### src/rtl/lcdn_pkg.sv
`default_nettype none

package lcdn_pkg;

  // One request word as it arrives at the input queue.
  typedef struct packed {
    logic [1:0] mode;
    logic [7:0] byte_value;
    logic [1:0] row;
    logic [5:0] column;
  } item_t;

  // One timed pin state as it leaves the result queue.
  typedef struct packed {
    logic       reg_select;
    logic       read_write;
    logic       enable;
    logic [3:0] nibble;
    logic [9:0] hold_ms;
    logic       last;
  } result_t;

  // Timing registers as seen by the bus sequencer.
  typedef struct packed {
    logic [5:0] pulse_ms;
    logic [5:0] nibble_gap_ms;
    logic [5:0] settle_ms;
    logic [7:0] powerup_ms;
    logic [7:0] clear_wait_ms;
  } cfg_t;

  // Request codes.
  localparam logic [1:0] MODE_INIT = 2'd0;
  localparam logic [1:0] MODE_CMD  = 2'd1;
  localparam logic [1:0] MODE_DATA = 2'd2;
  localparam logic [1:0] MODE_POS  = 2'd3;

  // Extra settle time added to the last state of a byte.
  typedef enum logic [1:0] {
    EXTRA_NONE,
    EXTRA_ONE,
    EXTRA_CLEAR
  } extra_e;

  // One bus job: either the power-up wait or one byte in two nibbles.
  typedef struct packed {
    logic       is_wait;
    logic       reg_select;
    logic [7:0] byte_value;
    extra_e     extra;
    logic       last;
  } job_t;

  // Display addresses.
  localparam logic [7:0] ROW1_BASE = 8'h80;
  localparam logic [7:0] ROW2_BASE = 8'hC0;

  // Register reset values.
  localparam logic [5:0] PULSE_RST      = 6'd1;
  localparam logic [5:0] NIBBLE_GAP_RST = 6'd20;
  localparam logic [5:0] SETTLE_RST     = 6'd5;
  localparam logic [7:0] POWERUP_RST    = 8'd20;
  localparam logic [7:0] CLEAR_WAIT_RST = 8'd40;

  // Register indexes on the configuration port.
  localparam logic [2:0] REG_PULSE      = 3'd0;
  localparam logic [2:0] REG_NIBBLE_GAP = 3'd1;
  localparam logic [2:0] REG_SETTLE     = 3'd2;
  localparam logic [2:0] REG_POWERUP    = 3'd3;
  localparam logic [2:0] REG_CLEAR_WAIT = 3'd4;

  // Command bytes of the power-up sequence; step 0 is the wait.
  function automatic logic [7:0] init_byte(input logic [2:0] step);
    logic [7:0] b;
    unique case (step)
      3'd1:    b = 8'h33;
      3'd2:    b = 8'h32;
      3'd3:    b = 8'h28;
      3'd4:    b = 8'h0E;
      3'd5:    b = 8'h06;
      default: b = 8'h01;
    endcase
    return b;
  endfunction

  // Extra time after each byte of the power-up sequence.
  function automatic extra_e init_extra(input logic [2:0] step);
    extra_e e;
    unique case (step)
      3'd1, 3'd2, 3'd3, 3'd4: e = EXTRA_ONE;
      3'd5:                   e = EXTRA_NONE;
      default:                e = EXTRA_CLEAR;
    endcase
    return e;
  endfunction

endpackage

`default_nettype wire

### src/rtl/char_lcd_nibble_interface.sv
// An accepted word passes the front end's request register, the job queue, the back end's job
// register and the output register before its first pin state shows on the result ports.
// Throughput: set by the bus sequencer, one pin state per cycle while the result side pops;
// a byte is four pin states, init 25, a wrapping character eight. The request front end
// expands one job per cycle into a four-entry job queue while it has room. Reset: timing
// registers take their defaults, cursor goes to row 1 column 0, and both queues are emptied.
`default_nettype none

module char_lcd_nibble_interface
  import lcdn_pkg::*;
#(
  parameter int ROW_WIDTH = 16
) (
  input  wire logic       clk_i,
  input  wire logic       rst_ni,
  input  wire logic       push,
  output logic            full,
  input  wire item_t      item_i,
  output logic            empty,
  input  wire logic       pop,
  output result_t         result_o,
  input  wire logic       cfg_we_i,
  input  wire logic [2:0] cfg_idx_i,
  input  wire logic [7:0] cfg_data_i
);

  cfg_t cfg_q;
  job_t front_job;
  logic front_valid;
  logic fifo_full;
  logic fifo_push;
  job_t fifo_job;
  logic fifo_empty;
  logic fifo_pop;

  // Timing registers.
  always_ff @(posedge clk_i or negedge rst_ni) begin
    if (!rst_ni) begin
      cfg_q.pulse_ms      <= PULSE_RST;
      cfg_q.nibble_gap_ms <= NIBBLE_GAP_RST;
      cfg_q.settle_ms     <= SETTLE_RST;
      cfg_q.powerup_ms    <= POWERUP_RST;
      cfg_q.clear_wait_ms <= CLEAR_WAIT_RST;
    end else if (cfg_we_i) begin
      unique case (cfg_idx_i)
        REG_PULSE:      cfg_q.pulse_ms      <= cfg_data_i[5:0];
        REG_NIBBLE_GAP: cfg_q.nibble_gap_ms <= cfg_data_i[5:0];
        REG_SETTLE:     cfg_q.settle_ms     <= cfg_data_i[5:0];
        REG_POWERUP:    cfg_q.powerup_ms    <= cfg_data_i;
        REG_CLEAR_WAIT: cfg_q.clear_wait_ms <= cfg_data_i;
        default: ;
      endcase
    end
  end

  assign fifo_push = front_valid && !fifo_full;

  lcdn_front #(
    .ROW_WIDTH(ROW_WIDTH)
  ) u_front (
    .clk_i      (clk_i),
    .rst_ni     (rst_ni),
    .push_i     (push),
    .item_i     (item_i),
    .full_o     (full),
    .job_o      (front_job),
    .job_valid_o(front_valid),
    .job_ready_i(!fifo_full)
  );

  lcdn_job_fifo u_fifo (
    .clk_i   (clk_i),
    .rst_ni  (rst_ni),
    .wr_en_i (fifo_push),
    .wr_job_i(front_job),
    .full_o  (fifo_full),
    .rd_en_i (fifo_pop),
    .rd_job_o(fifo_job),
    .empty_o (fifo_empty)
  );

  lcdn_back u_back (
    .clk_i      (clk_i),
    .rst_ni     (rst_ni),
    .cfg_i      (cfg_q),
    .job_i      (fifo_job),
    .job_avail_i(!fifo_empty),
    .job_take_o (fifo_pop),
    .result_o   (result_o),
    .empty_o    (empty),
    .pop_i      (pop)
  );

endmodule

`default_nettype wire

### src/rtl/lcdn_front.sv
`default_nettype none

module lcdn_front
  import lcdn_pkg::*;
#(
  parameter int ROW_WIDTH = 16
) (
  input  wire logic  clk_i,
  input  wire logic  rst_ni,
  input  wire logic  push_i,
  input  wire item_t item_i,
  output logic       full_o,
  output job_t       job_o,
  output logic       job_valid_o,
  input  wire logic  job_ready_i
);

  localparam logic [7:0] RowWidthC = 8'(ROW_WIDTH);
  localparam logic [2:0] InitLastStep = 3'd6;

  logic       cur_valid_q, cur_valid_d;
  logic [1:0] cur_mode_q, cur_mode_d;
  logic [7:0] cur_byte_q, cur_byte_d;
  logic [2:0] step_q, step_d;
  logic [2:0] last_step_q, last_step_d;
  logic       second_row_q, second_row_d;
  logic [7:0] col_cnt_q, col_cnt_d;

  logic       emit;
  logic       final_step;
  logic       accept;
  logic [7:0] col_inc;
  logic       wrap;
  logic       pos_valid;
  logic [7:0] pos_addr;

  assign final_step  = (step_q == last_step_q);
  assign emit        = cur_valid_q && job_ready_i;
  assign job_valid_o = cur_valid_q;
  assign full_o      = cur_valid_q && !(emit && final_step);
  assign accept      = push_i && !full_o;

  // Cursor bookkeeping for a data character.
  assign col_inc = col_cnt_q + 8'd1;
  assign wrap    = (col_inc == RowWidthC) && !second_row_q;

  // Position command address; rows other than 1 and 2 produce nothing.
  assign pos_valid = (item_i.row == 2'd1) || (item_i.row == 2'd2);
  assign pos_addr  = ((item_i.row == 2'd1) ? ROW1_BASE : ROW2_BASE) + {2'b00, item_i.column};

  // Job for the current step of the held request.
  always_comb begin
    job_o            = '0;
    job_o.extra      = EXTRA_NONE;
    job_o.last       = final_step;
    job_o.byte_value = cur_byte_q;
    unique case (cur_mode_q)
      MODE_INIT: begin
        job_o.is_wait    = (step_q == 3'd0);
        job_o.byte_value = init_byte(step_q);
        job_o.extra      = init_extra(step_q);
      end
      MODE_DATA: begin
        if (step_q == 3'd0) begin
          job_o.reg_select = 1'b1;
        end else begin
          job_o.byte_value = ROW2_BASE;
        end
      end
      default: begin
        job_o.reg_select = 1'b0;
      end
    endcase
  end

  // Request expansion and cursor state update.
  always_comb begin
    cur_valid_d  = cur_valid_q;
    cur_mode_d   = cur_mode_q;
    cur_byte_d   = cur_byte_q;
    step_d       = step_q;
    last_step_d  = last_step_q;
    second_row_d = second_row_q;
    col_cnt_d    = col_cnt_q;

    if (emit) begin
      if (final_step) begin
        cur_valid_d = 1'b0;
      end else begin
        step_d = step_q + 3'd1;
      end
    end

    if (accept) begin
      cur_mode_d = item_i.mode;
      cur_byte_d = item_i.byte_value;
      step_d     = 3'd0;
      unique case (item_i.mode)
        MODE_INIT: begin
          cur_valid_d = 1'b1;
          last_step_d = InitLastStep;
        end
        MODE_CMD: begin
          cur_valid_d = 1'b1;
          last_step_d = 3'd0;
        end
        MODE_DATA: begin
          cur_valid_d  = 1'b1;
          last_step_d  = wrap ? 3'd1 : 3'd0;
          col_cnt_d    = wrap ? 8'd0 : col_inc;
          second_row_d = second_row_q || wrap;
        end
        default: begin
          cur_valid_d = pos_valid;
          cur_byte_d  = pos_addr;
          last_step_d = 3'd0;
        end
      endcase
    end
  end

  always_ff @(posedge clk_i or negedge rst_ni) begin
    if (!rst_ni) begin
      cur_valid_q  <= 1'b0;
      step_q       <= '0;
      last_step_q  <= '0;
      second_row_q <= 1'b0;
      col_cnt_q    <= '0;
    end else begin
      cur_valid_q  <= cur_valid_d;
      step_q       <= step_d;
      last_step_q  <= last_step_d;
      second_row_q <= second_row_d;
      col_cnt_q    <= col_cnt_d;
    end
  end

  always_ff @(posedge clk_i) begin
    cur_mode_q <= cur_mode_d;
    cur_byte_q <= cur_byte_d;
  end

  // The step counter never runs past the request's final job.
  assert property (@(posedge clk_i) disable iff (!rst_ni)
    cur_valid_q |-> (step_q <= last_step_q))
    else $error("front step past final job");

endmodule

`default_nettype wire

### src/rtl/lcdn_job_fifo.sv
`default_nettype none

module lcdn_job_fifo
  import lcdn_pkg::*;
(
  input  wire logic clk_i,
  input  wire logic rst_ni,
  input  wire logic wr_en_i,
  input  wire job_t wr_job_i,
  output logic      full_o,
  input  wire logic rd_en_i,
  output job_t      rd_job_o,
  output logic      empty_o
);

  localparam int Depth = 4;
  localparam int PtrW  = $clog2(Depth);

  job_t            mem_q [Depth];
  logic [PtrW-1:0] wr_ptr_q, rd_ptr_q;
  logic [PtrW:0]   count_q;

  assign full_o   = (count_q == (PtrW + 1)'(Depth));
  assign empty_o  = (count_q == '0);
  assign rd_job_o = mem_q[rd_ptr_q];

  // Pointer and fill count update.
  always_ff @(posedge clk_i or negedge rst_ni) begin
    if (!rst_ni) begin
      wr_ptr_q <= '0;
      rd_ptr_q <= '0;
      count_q  <= '0;
    end else begin
      if (wr_en_i) begin
        wr_ptr_q <= wr_ptr_q + 1'b1;
      end
      if (rd_en_i) begin
        rd_ptr_q <= rd_ptr_q + 1'b1;
      end
      count_q <= count_q + (PtrW + 1)'(wr_en_i) - (PtrW + 1)'(rd_en_i);
    end
  end

  // Entry storage.
  always_ff @(posedge clk_i) begin
    if (wr_en_i) begin
      mem_q[wr_ptr_q] <= wr_job_i;
    end
  end

  assert property (@(posedge clk_i) disable iff (!rst_ni)
    wr_en_i |-> !full_o)
    else $error("job queue written while full");

  assert property (@(posedge clk_i) disable iff (!rst_ni)
    rd_en_i |-> !empty_o)
    else $error("job queue read while empty");

endmodule

`default_nettype wire

### src/rtl/lcdn_back.sv
`default_nettype none

module lcdn_back
  import lcdn_pkg::*;
(
  input  wire logic clk_i,
  input  wire logic rst_ni,
  input  wire cfg_t cfg_i,
  input  wire job_t job_i,
  input  wire logic job_avail_i,
  output logic      job_take_o,
  output result_t   result_o,
  output logic      empty_o,
  input  wire logic pop_i
);

  logic       job_valid_q;
  job_t       job_q;
  logic [1:0] phase_q;
  logic       out_valid_q;
  result_t    out_q;

  logic       out_load;
  logic       adv;
  logic       final_state;
  result_t    state;
  logic [9:0] extra_ms;

  assign out_load    = !out_valid_q || pop_i;
  assign adv         = job_valid_q && out_load;
  assign final_state = job_q.is_wait || (phase_q == 2'd3);
  assign job_take_o  = job_avail_i && (!job_valid_q || (adv && final_state));

  assign empty_o  = !out_valid_q;
  assign result_o = out_q;

  // Extra time after the lower nibble of a byte.
  always_comb begin
    unique case (job_q.extra)
      EXTRA_ONE:   extra_ms = 10'd1;
      EXTRA_CLEAR: extra_ms = {2'b00, cfg_i.clear_wait_ms};
      default:     extra_ms = '0;
    endcase
  end

  // Pin state for the current phase of the current job.
  always_comb begin
    state            = '0;
    state.read_write = 1'b0;
    state.last       = job_q.last && final_state;
    if (job_q.is_wait) begin
      state.hold_ms = {2'b00, cfg_i.powerup_ms};
    end else begin
      state.reg_select = job_q.reg_select;
      state.enable     = !phase_q[0];
      state.nibble     = phase_q[1] ? job_q.byte_value[3:0] : job_q.byte_value[7:4];
      unique case (phase_q)
        2'd1:    state.hold_ms = {4'b0, cfg_i.pulse_ms} + {4'b0, cfg_i.nibble_gap_ms};
        2'd3:    state.hold_ms = {4'b0, cfg_i.pulse_ms} + {4'b0, cfg_i.settle_ms} + extra_ms;
        default: state.hold_ms = {4'b0, cfg_i.pulse_ms};
      endcase
    end
  end

  // Job register and nibble phase.
  always_ff @(posedge clk_i or negedge rst_ni) begin
    if (!rst_ni) begin
      job_valid_q <= 1'b0;
      phase_q     <= '0;
      out_valid_q <= 1'b0;
    end else begin
      if (job_take_o) begin
        job_valid_q <= 1'b1;
        phase_q     <= '0;
      end else if (adv) begin
        if (final_state) begin
          job_valid_q <= 1'b0;
          phase_q     <= '0;
        end else begin
          phase_q <= phase_q + 2'd1;
        end
      end
      if (out_load) begin
        out_valid_q <= adv;
      end
    end
  end

  // Payload registers.
  always_ff @(posedge clk_i) begin
    if (job_take_o) begin
      job_q <= job_i;
    end
    if (adv) begin
      out_q <= state;
    end
  end

  // A wait job is a single state and never advances past its first phase.
  assert property (@(posedge clk_i) disable iff (!rst_ni)
    (job_valid_q && job_q.is_wait) |-> (phase_q == 2'd0))
    else $error("wait job advanced a phase");

endmodule

`default_nettype wire

### config.mk
export PLATFORM = sky130hd
export DESIGN_NAME = char_lcd_nibble_interface
export DESIGN_NICKNAME = d
export VERILOG_FILES = /design/src/rtl/lcdn_pkg.sv /design/src/rtl/char_lcd_nibble_interface.sv /design/src/rtl/lcdn_front.sv /design/src/rtl/lcdn_job_fifo.sv /design/src/rtl/lcdn_back.sv
export SDC_FILE = /design/constraint.sdc
export NUM_CORES = 1
export LEC_CHECK = 0
export BUFFER_PORTS_ARGS = -buffer_cell sky130_fd_sc_hd__buf_2
export CAP_MARGIN = 20
export CORE_MARGIN = 1
export CORE_UTILIZATION = 55
export CTS_BUF_LIST = sky130_fd_sc_hd__clkbuf_4 sky130_fd_sc_hd__clkbuf_8 sky130_fd_sc_hd__clkbuf_16
export DETAILED_ROUTE_END_ITERATION = 7
export GPL_TIMING_DRIVEN = 0
export HOLD_SLACK_MARGIN = 0.1
export PLACE_DENSITY_LB_ADDON = 0.1
export SETUP_SLACK_MARGIN = 0.5
export SYNTH_ARGS = -nofsm -noshare
export SYNTH_HDL_FRONTEND = slang
export SYNTH_HIERARCHICAL = 1
export SYNTH_SLANG_ARGS = --single-unit
### constraint.sdc
create_clock -name clk_i -period 2.8 [get_ports clk_i]
set_input_delay 0.56 -clock clk_i [delete_from_list [all_inputs] [get_ports clk_i]]
set_output_delay 0.56 -clock clk_i [all_outputs]
set_load 0.01 [all_outputs]
==> results of run 1 <==
[repair_timing]
item	in CTS	in global routing
hold buffers	0	0
setup endpoints to repair	10	12
resized for setup	17	13
pin swaps	24	18
setup buffers	13	6
[flip-flops by register name, indices dropped and copies added, names as in the netlist]
| signal | cells |
|---|---|
| u_fifo/wr_ptr_q | 2 |
| u_back/phase_q | 2 |
| cfg_q | 34 |
| u_fifo/rd_ptr_q | 2 |
| u_front/step_q | 3 |
| u_front/col_cnt_q | 8 |
| u_front/cur_byte_q | 8 |
| u_front/cur_mode_q | 2 |
| u_fifo/count_q | 3 |
| u_back/job_q | 13 |
| u_front/last_step_q | 2 |
| u_back/result_o | 16 |
| u_front/second_row_q | 1 |
| u_fifo/mem_q | 52 |
| u_front/job_valid_o | 1 |
| u_back/out_valid_q | 1 |
| u_back/job_valid_q | 1 |
[Yosys cell counts, types with 11 or more instances]
master	instances
edfxtp_1	91
xnor2_1	15
dfrtp_1	51
ha_1	38
inv_1	28
mux2_2	33
a21oi_1	17
nor2_1	28
xor2_1	11
o21ai_0	14
nand2_1	33
and2_1	12
[worst paths after layout]
path / slack, ps / cells past startpoint / from / end
worst max register to register: 160 / 12 / cfg_q[16] / u_back/result_o[8]
worst min register to register: 500 / 1 / cfg_q[8] / cfg_q[8]
worst min-delay path: 120 / 1 / rst_ni / cfg_q[4]
min in group clk_i: 370 / 1 / item_i[16] / u_front/cur_mode_q[0]
max in group asynchronous: 2010 / 2 / rst_ni / cfg_q[3]
worst max-delay path: 160 / 12 / cfg_q[16] / u_back/result_o[8]
[power groups by stage]
| stage | logic (mW) | registers [mW] | clock network (mW) |
|---|---|---|---|
| final | 4.00 | 3.85 | 2.26 |
| after detailed placement | 3.44 | 3.89 | 0 |
| after CTS | 3.77 | 3.84 | 2.30 |
| after global routing | 4.36 | 3.93 | 2.39 |
| after floorplan | 2.59 | 3.81 | 0 |
| after global placement | 3.31 | 3.84 | 0 |
[cell type report]
| class | instances | area (um2) | area share, % |
|---|---|---|---|
| well taps | 172 | 215 | 2.44 |
| plain buffers | 18 | 125 | 1.42 |
| clock buffers | 18 | 433 | 4.90 |
| repair buffers | 71 | 429 | 4.86 |
| flip-flops and latches | 151 | 4250 | 48.1 |
| inverters | 29 | 109 | 1.23 |
| clock inverters | 14 | 158 | 1.79 |
| multi-input cells | 336 | 3110 | 35.3 |
[routing by layer]
| metal | global-route usage, % | vias to the layer above |
|---|---|---|
| met5 | 0 | - |
| met4 | 8.49 | 0 |
| met3 | 5.28 | 33 |
| met2 | 35.8 | 152 |
| met1 | 28.7 | 2284 |
| li1 | - | 2157 |
[critical path, cell delays in order (launching register included)]
cell	delay (ps)
dfstp_2	380
ha_4	160
fa_2	340
a21o_1	200
a21oi_2	180
nor2b_1	60
o21ai_1	150
nand2b_1	120
ha_4	320
nand2_4	60
o31ai_4	180
xor2_1	170
o21ai_1	70
[logic make-up after synthesis]
family / count (synthesis) / synth area share [%]
AO/OA/AOI/OAI: 92 / 8.81
XOR/XNOR: 26 / 3.09
adder cells (fa/ha/maj): 42 / 7.53
buffers and inverters: 47 / 3.03
flip-flops: 151 / 57.5
multiplexers: 60 / 11.7
other: 1 / 0.0508
AND/OR/NAND/NOR: 114 / 8.26
[through the flow]
| stage | worst slack (ps) | hold slack, ps | power, mW | utilization [%] | instances |
|---|---|---|---|---|---|
| after CTS | 157 | 121 | 9.92 | 67.8 | 803 |
| after global routing | 5.56 | 149 | 10.7 | 68.6 | 809 |
| after floorplan | 320 | 264 | 6.40 | - | 534 |
| final | 156 | 122 | 10.1 | 68.6 | 809 |
| after global placement | 95.7 | 484 | 7.15 | 61.7 | 757 |
| after detailed placement | -9.66 | 494 | 7.33 | 61.9 | 758 |
==> flow_summary.toml, run 1 <==
[logic_synthesis]
avgSynthCellArea_um2 = 13.8
ys.warnings.count = 6
syn-instance-count = 533
ys_top_cells_by_area = "edfxtp_1 (37%), dfrtp_1 (17%), ha_1 (6.4%)"
synth_seq_area_share_pct = 57.5
syn_area_mm2 = 0.00738
synth_top_cell_by_area = "edfxtp_1"
synth_cell_type_count = 71
synth_seq_cells = 151
synth-edff-count = 91
synth-async-reset-ratio_pct = 39.7
synth_top_area_share_pct = 37.0
ys.flop_type = "edfxtp_1"

[die]
boundaryPins = 54
dieArea_mm2 = 0.0139
die_h_um = 118
core_area_mm2 = 0.0129
rows = 41
initial_core_util_pct = 57.3
die_w_um = 118

[timing]
min_period_over_period_pct = 94.4
finalSetupViolCount = 0
slew_headroom_pct = 51.6
drv_slew = 0
worst_pin_slew_ps = 726
clock_skew_ps = 8.96
max_freq_mhz = 378
fin_tns_setup_ps = 0
hold_viol_final = 0
grt_setup_unrepaired = "true"
fin_crit_ps = 2640

[routing]
vias_per_cell = 5.72
met3_length_um = 700
num_vias = 4626
drtAntennaViolNets = 0
drc = 0
routed_wl_um = 14500
drtPass1Iterations = 5
wl_met1_um = 6280
drtIter0Drc = 368
highest-signal-layer = "met4"
wl_per_cell_um = 17.9
met2_wirelength_um = 7160

[finish]
antenna_cells = 0
final_cell_mix = "edfxtp_1 (91), buf_2 (55), dfrtp_1 (48)"
final_cell_area_mm2 = 0.00883
n_fill_cell = 895
nNetsFinal = 700
area_delta_synth_final_pct = 19.6
final_common_cell = "edfxtp_1"
drive_gt1_share_pct = 34.1

[global_routing]
antenna_found_initial = 0
grt_pass1_vias = 4571
grt_usage_pct = 22.1
grt_pass1_wl_um = 23200
grt_overflow_total = 0
grt_max_degree = 40

[placed_design]
dp_hpwl_um = 9560
place_congestion = 0.852
postPlaceCellArea_mm2 = 0.00797
io_buffers = 51

[power]
clock_power_share_pct = 22.4
p_per_area_mw_per_mm2 = 1140
p_comb_share_pct = 39.5
power_frac_seq_pct = 38.1
p_switching_mw = 3.38
vdd_ir_drop_max_mv = 0.646
p_sw_share_pct = 33.4
power.leakage_nw = 3.68
p_int_mw = 6.73

[job]
maxCapViolCount = 0

[cts]
htreeDepth = 4
cts.sinks = 151
clockRootBuffer = "clkbuf_16"
cts_buffers = 17
cts_tree = "done"
clk_pin_slew_ps = 60
clockBufferDepth = 2
clkLatencyLatePin_ps = 420

[critical_path]
required_ps = 2970
cp.arrival_ps = 2810
critPathMaxFanout = 3
crit_type = "reg2reg"
cp-end-kind = "register"
start_kind = "register"

[worst_hold_path]
hold_path_class = "in2async"

[status]
status = "finished clean"
Note: power is estimated with default switching activity, not from simulation.
==> run 2, diff against run 1 <==
Settings changed: PLACE_DENSITY set to 0.77, PLACE_DENSITY_LB_ADDON 0.1 to not set.
==> run 2 against run 1 <==
Combinational power about the same. Setup slack got worse by 26 ps. Wire length down 1.2%. Maximum frequency fell by 0.96%. Critical path depth is 1 lower. Sequential cell count did not move. Utilization fell by 0.22 points. Clock power is 2% lower. Critical path type unchanged. Largest cell class unchanged.
==> flow_summary.toml, run 2 (synthesized netlist as in run 1, its figures left out) <==
[status]
status = "finished clean"

[global_routing]
antenna_found_initial = 0
grt_pass1_vias = 4719
grt_max_degree = 38
grt_pass1_wl_um = 23200
grt_overflow_total = 0
grt_usage_pct = 21.8

[routing]
wl_per_cell_um = 17.6
routed_wl_um = 14300
drtPass1Iterations = 7
num_vias = 4552
vias_per_cell = 5.62
drtIter0Drc = 277
drtAntennaViolNets = 0
drc = 0

[finish]
largest_register_ffs = 52
drive_gt1_share_pct = 34.2
final_cell_mix = "edfxtp_1 (91), buf_2 (54), dfrtp_1 (49)"
nNetsFinal = 701
top_register = "u_fifo/mem_q"
antenna_cells = 0
final_cell_area_mm2 = 0.00880
area_delta_synth_final_pct = 19.3
final_common_cell = "edfxtp_1"

[critical_path]
start_kind = "register"
worstReg2RegEnd = "u_back/result_o[8]"
reg2reg_slack_ps = 130
crit_slowest_cell = "dfrtp_2"
critPathMaxFanout = 4
rr_worst_depth = 11
crit_chain = "ha_4 > a21o_1 > a21oi_2 > o21bai_1 > a21oi_2 > xnor2_2 > ha_1 > nand2_4 > o31ai_4 > xor2_1 > o21ai_1"
cp.arrival_ps = 2830
crit_top_cell = "a21oi_2"
required_ps = 2960
max_stage_delay_ps = 450
cp-end-kind = "register"
timing.rr.start = "cfg_q[29]"
crit_type = "reg2reg"

[power]
power.leakage_nw = 3.68
vdd_ir_drop_max_mv = 0.668
p_per_area_mw_per_mm2 = 1150

[cts]
cts_buffers = 17
clk_pin_slew_ps = 60
holdBufCountCts = 0
clkLatencyLatePin_ps = 420
cts.sinks = 151
cts_tree = "done"
clockBufferDepth = 2
htreeDepth = 4
clockRootBuffer = "clkbuf_16"

[timing]
max_freq_mhz = 375
fin_tns_setup_ps = 0
min_period_over_period_pct = 95.3
finalSetupViolCount = 0
grt_setup_unrepaired = "true"
fin_crit_ps = 2670
hold_viol_final = 0
clock_skew_ps = 7.43
drv_slew = 0
worst_pin_slew_ps = 707
slew_headroom_pct = 52.8

[die]
die_h_um = 118
die_w_um = 118
core_area_mm2 = 0.0129
dieArea_mm2 = 0.0139
rows = 41
initial_core_util_pct = 57.3
boundaryPins = 54

[placed_design]
dp_hpwl_um = 9480
place_congestion = 0.925
postPlaceCellArea_mm2 = 0.00797
io_buffers = 51

[worst_hold_path]
hold_path_class = "in2async"

[job]
maxCapViolCount = 0
-- run 2: cell type report --
| type | count | area (um2) |
|---|---|---|
| Inverter | 29 | 109 |
| Multi-Input combinational cell | 336 | 3090 |
| Timing Repair Buffer | 72 | 433 |
| Tap cell | 172 | 215 |
| Fill cell | 868 | 4070 |
| Sequential cell | 151 | 4250 |
| Clock buffer | 24 | 478 |
| Clock inverter | 8 | 104 |
| Buffer | 18 | 121 |
-- run 2: power breakdown --
group	switching, mW	total, mW	internal, mW
registers	0.370	3.84	3.47
clock network	0.834	2.21	1.38
logic	2.18	4.03	1.85
-- run 2: layer usage --
metal  share of wire (%)  track usage, %  routed length (um)
met5                   0               0                   0
met3                 5.6            6.20                 800
met1                  44            28.0                6290
met2                  49            35.0                6970
met4                 1.6            8.97                 233
-- run 2: what timing repair did --
item,in CTS,in global routing
pin swaps,20,14
buffers inserted,14,6
endpoints found under the setup margin,12,10
resized for setup,10,14
-- run 2: critical path: cells and delay by family (launching register included) --
family                     cells  cell delay [ps]
AOI/OAI and AO/OA              6             1020
adders and majority gates      2              590
DFF                            1              450
xor gates and xnor gates       2              290
and+or+nand+nor                1               60
-- run 2: worst max path at each step --
| stage | start | endpoint | slack, ps | cells past startpoint |
|---|---|---|---|---|
| global placement | u_back/phase_q[0] | u_fifo/count_q[2] | 110 | 11 |
| global route | cfg_q[29] | u_back/result_o[7] | 5 | 11 |
| CTS | cfg_q[28] | u_back/result_o[8] | 190 | 12 |
| finish | cfg_q[29] | u_back/result_o[8] | 130 | 11 |
| detailed placement | u_back/phase_q[0] | u_fifo/count_q[2] | 6 | 11 |
| floorplan | u_back/phase_q[0] | u_fifo/count_q[2] | 320 | 11 |
-- run 2: metrics by stage --
step | utilization [%] | total power, mW | hold WS, ps | worst slack (ps) | cells
after floorplan | - | 6.40 | 264 | 320 | 534
after global placement | 61.7 | 7.11 | 485 | 110 | 757
after detailed placement | 61.9 | 7.34 | 494 | 6.44 | 758
final | 68.4 | 10.1 | 152 | 130 | 810
after global routing | 68.4 | 10.7 | 173 | 5.49 | 810
after CTS | 67.6 | 9.85 | 162 | 194 | 804
==> run 3, diff against run 2 <==
Settings changed: CORE_UTILIZATION 55 to 48, PLACE_DENSITY 0.77 to 0.68.
==> run 3 against run 2 <==
Sequential share of layout area is 0.42 points higher. Maximum frequency is 1.6% higher. Combinational power is 4% lower. Global-route usage is 3.1 points lower. Largest power group unchanged.
==> flow_summary.toml, run 3 (synthesized netlist as in run 1, its figures left out) <==
[cts]
clockBufferDepth = 2
htreeDepth = 4
clk_pin_slew_ps = 60
holdBufCountCts = 0
clockRootBuffer = "clkbuf_16"
cts_buffers = 17
cts_tree = "done"
clkLatencyLatePin_ps = 420
cts.sinks = 151

[finish]
area_delta_synth_final_pct = 18.3
final_cell_area_mm2 = 0.00873
final_common_cell = "edfxtp_1"
antenna_cells = 0
largest_register_ffs = 52
nNetsFinal = 699
top_register = "u_fifo/mem_q"
drive_gt1_share_pct = 33.0
n_fill_cell = 1170
final_cell_mix = "edfxtp_1 (91), buf_2 (54), dfrtp_1 (48)"

[die]
die_h_um = 126
dieArea_mm2 = 0.0159
boundaryPins = 54
initial_core_util_pct = 50.0
die_w_um = 126
rows = 44
core_area_mm2 = 0.0148

[job]
maxCapViolCount = 0

[critical_path]
start_kind = "register"
cp.arrival_ps = 2790
cp-end-kind = "register"
crit_type = "reg2reg"
required_ps = 2970
critPathMaxFanout = 3

[timing]
finalSetupViolCount = 0
fin_tns_setup_ps = 0
worst_pin_slew_ps = 758
slew_headroom_pct = 49.4
max_freq_mhz = 380
min_period_over_period_pct = 93.9
drv_slew = 0
fin_crit_ps = 2630
hold_viol_final = 0
hold_ws_ps = 111
clock_skew_ps = 7.52
grt_setup_unrepaired = "true"

[routing]
drtPass1Iterations = 5
drtIter0Drc = 294
met3_length_um = 561
highest-signal-layer = "met4"
routed_wl_um = 13500
vias_per_cell = 5.50
drc = 0
drtAntennaViolNets = 0
met2_wirelength_um = 6700
wl_met1_um = 6020
num_vias = 4507
wl_per_cell_um = 16.5

[global_routing]
grt_pass1_wl_um = 22700
grt_usage_pct = 18.8
grt_max_degree = 40
antenna_found_initial = 0
grt_pass1_vias = 4539
grt_overflow_total = 0

[placed_design]
postPlaceCellArea_mm2 = 0.00798
place_congestion = 0.874
io_buffers = 51
dp_hpwl_um = 9390

[power]
vdd_ir_drop_max_mv = 0.923
p_per_area_mw_per_mm2 = 1120
power.leakage_nw = 3.62

[status]
status = "finished clean"

[worst_hold_path]
hold_path_class = "in2async"
run 3: changes by cell type in the layout (fill, tap and decap cells not counted), sizes merged:
cell / previous run / this run
buf: 82 / 81
clkinvlp: 1 / 3
clkinv: 5 / 8
bufinv: 2 / 1
clkbuf: 32 / 24
inv: 29 / 32
run 3: final timing paths:
check                            from                     to  slack, ps  cells after the start
max                         cfg_q[16]     u_back/result_o[8]        170                     12
min                            rst_ni     u_back/job_valid_q        110                      1
max reg2reg                 cfg_q[16]     u_back/result_o[8]        170                     12
min reg2reg                  cfg_q[1]               cfg_q[1]        510                      1
max in group asynchronous      rst_ni              cfg_q[28]       2040                      2
min in group clk_i         item_i[17]  u_front/cur_mode_q[1]        360                      1
run 3: final cells by class:
class / count / area (um2) / share of cell area [%]
buffer: 18 / 121 / 1.39
clock buffer: 17 / 425 / 4.87
clock inverter: 15 / 128 / 1.46
inverter: 29 / 109 / 1.25
multi-input combinational: 336 / 3050 / 35.0
sequential: 151 / 4250 / 48.7
tap: 184 / 230 / 2.64
timing repair buffer: 70 / 414 / 4.74
run 3: per-stage QoR:
step | setup slack (ps) | utilization (%) | power [mW] | instances
3_5_place_dp | 60.7 | 54.1 | 7.32 | 770
5_1_grt | 53.9 | 59.2 | 10.4 | 820
3_3_place_gp | 122 | 54.0 | 7.15 | 769
6_report | 172 | 59.2 | 9.80 | 820
4_1_cts | 165 | 58.9 | 9.75 | 817
2_1_floorplan | 320 | - | 6.40 | 534
run 3: metal layers:
| layer | vias up | GRT usage [%] |
|---|---|---|
| li1 | 2154 | - |
| met1 | 2207 | 23.7 |
| met2 | 124 | 31.4 |
| met3 | 22 | 4.63 |
| met4 | 0 | 7.16 |
| met5 | - | 0 |
run 3: what timing repair did:
item                       4_1_cts  5_1_grt
gates resized for setup         11        7
gates cloned                     0        0
pin swaps                       19       23
setup endpoints to repair       11       12
buffers inserted                15        3
run 3: power breakdown:
part	switching [mW]	internal, mW	leakage [nW]
clock	0.897	1.22	0.265
combinational	2.05	1.80	1.79
sequential	0.361	3.47	1.57
run 3: worst max-delay path, cell delays in order, from the launching register on:
cell	delay (ps)
dfstp_2	380
ha_4	160
fa_2	350
a21o_1	210
a21oi_2	170
nor2b_1	60
o21ai_1	140
nand2b_1	110
ha_4	310
nand2_4	50
o31ai_4	180
xor2_1	170
o21ai_1	90
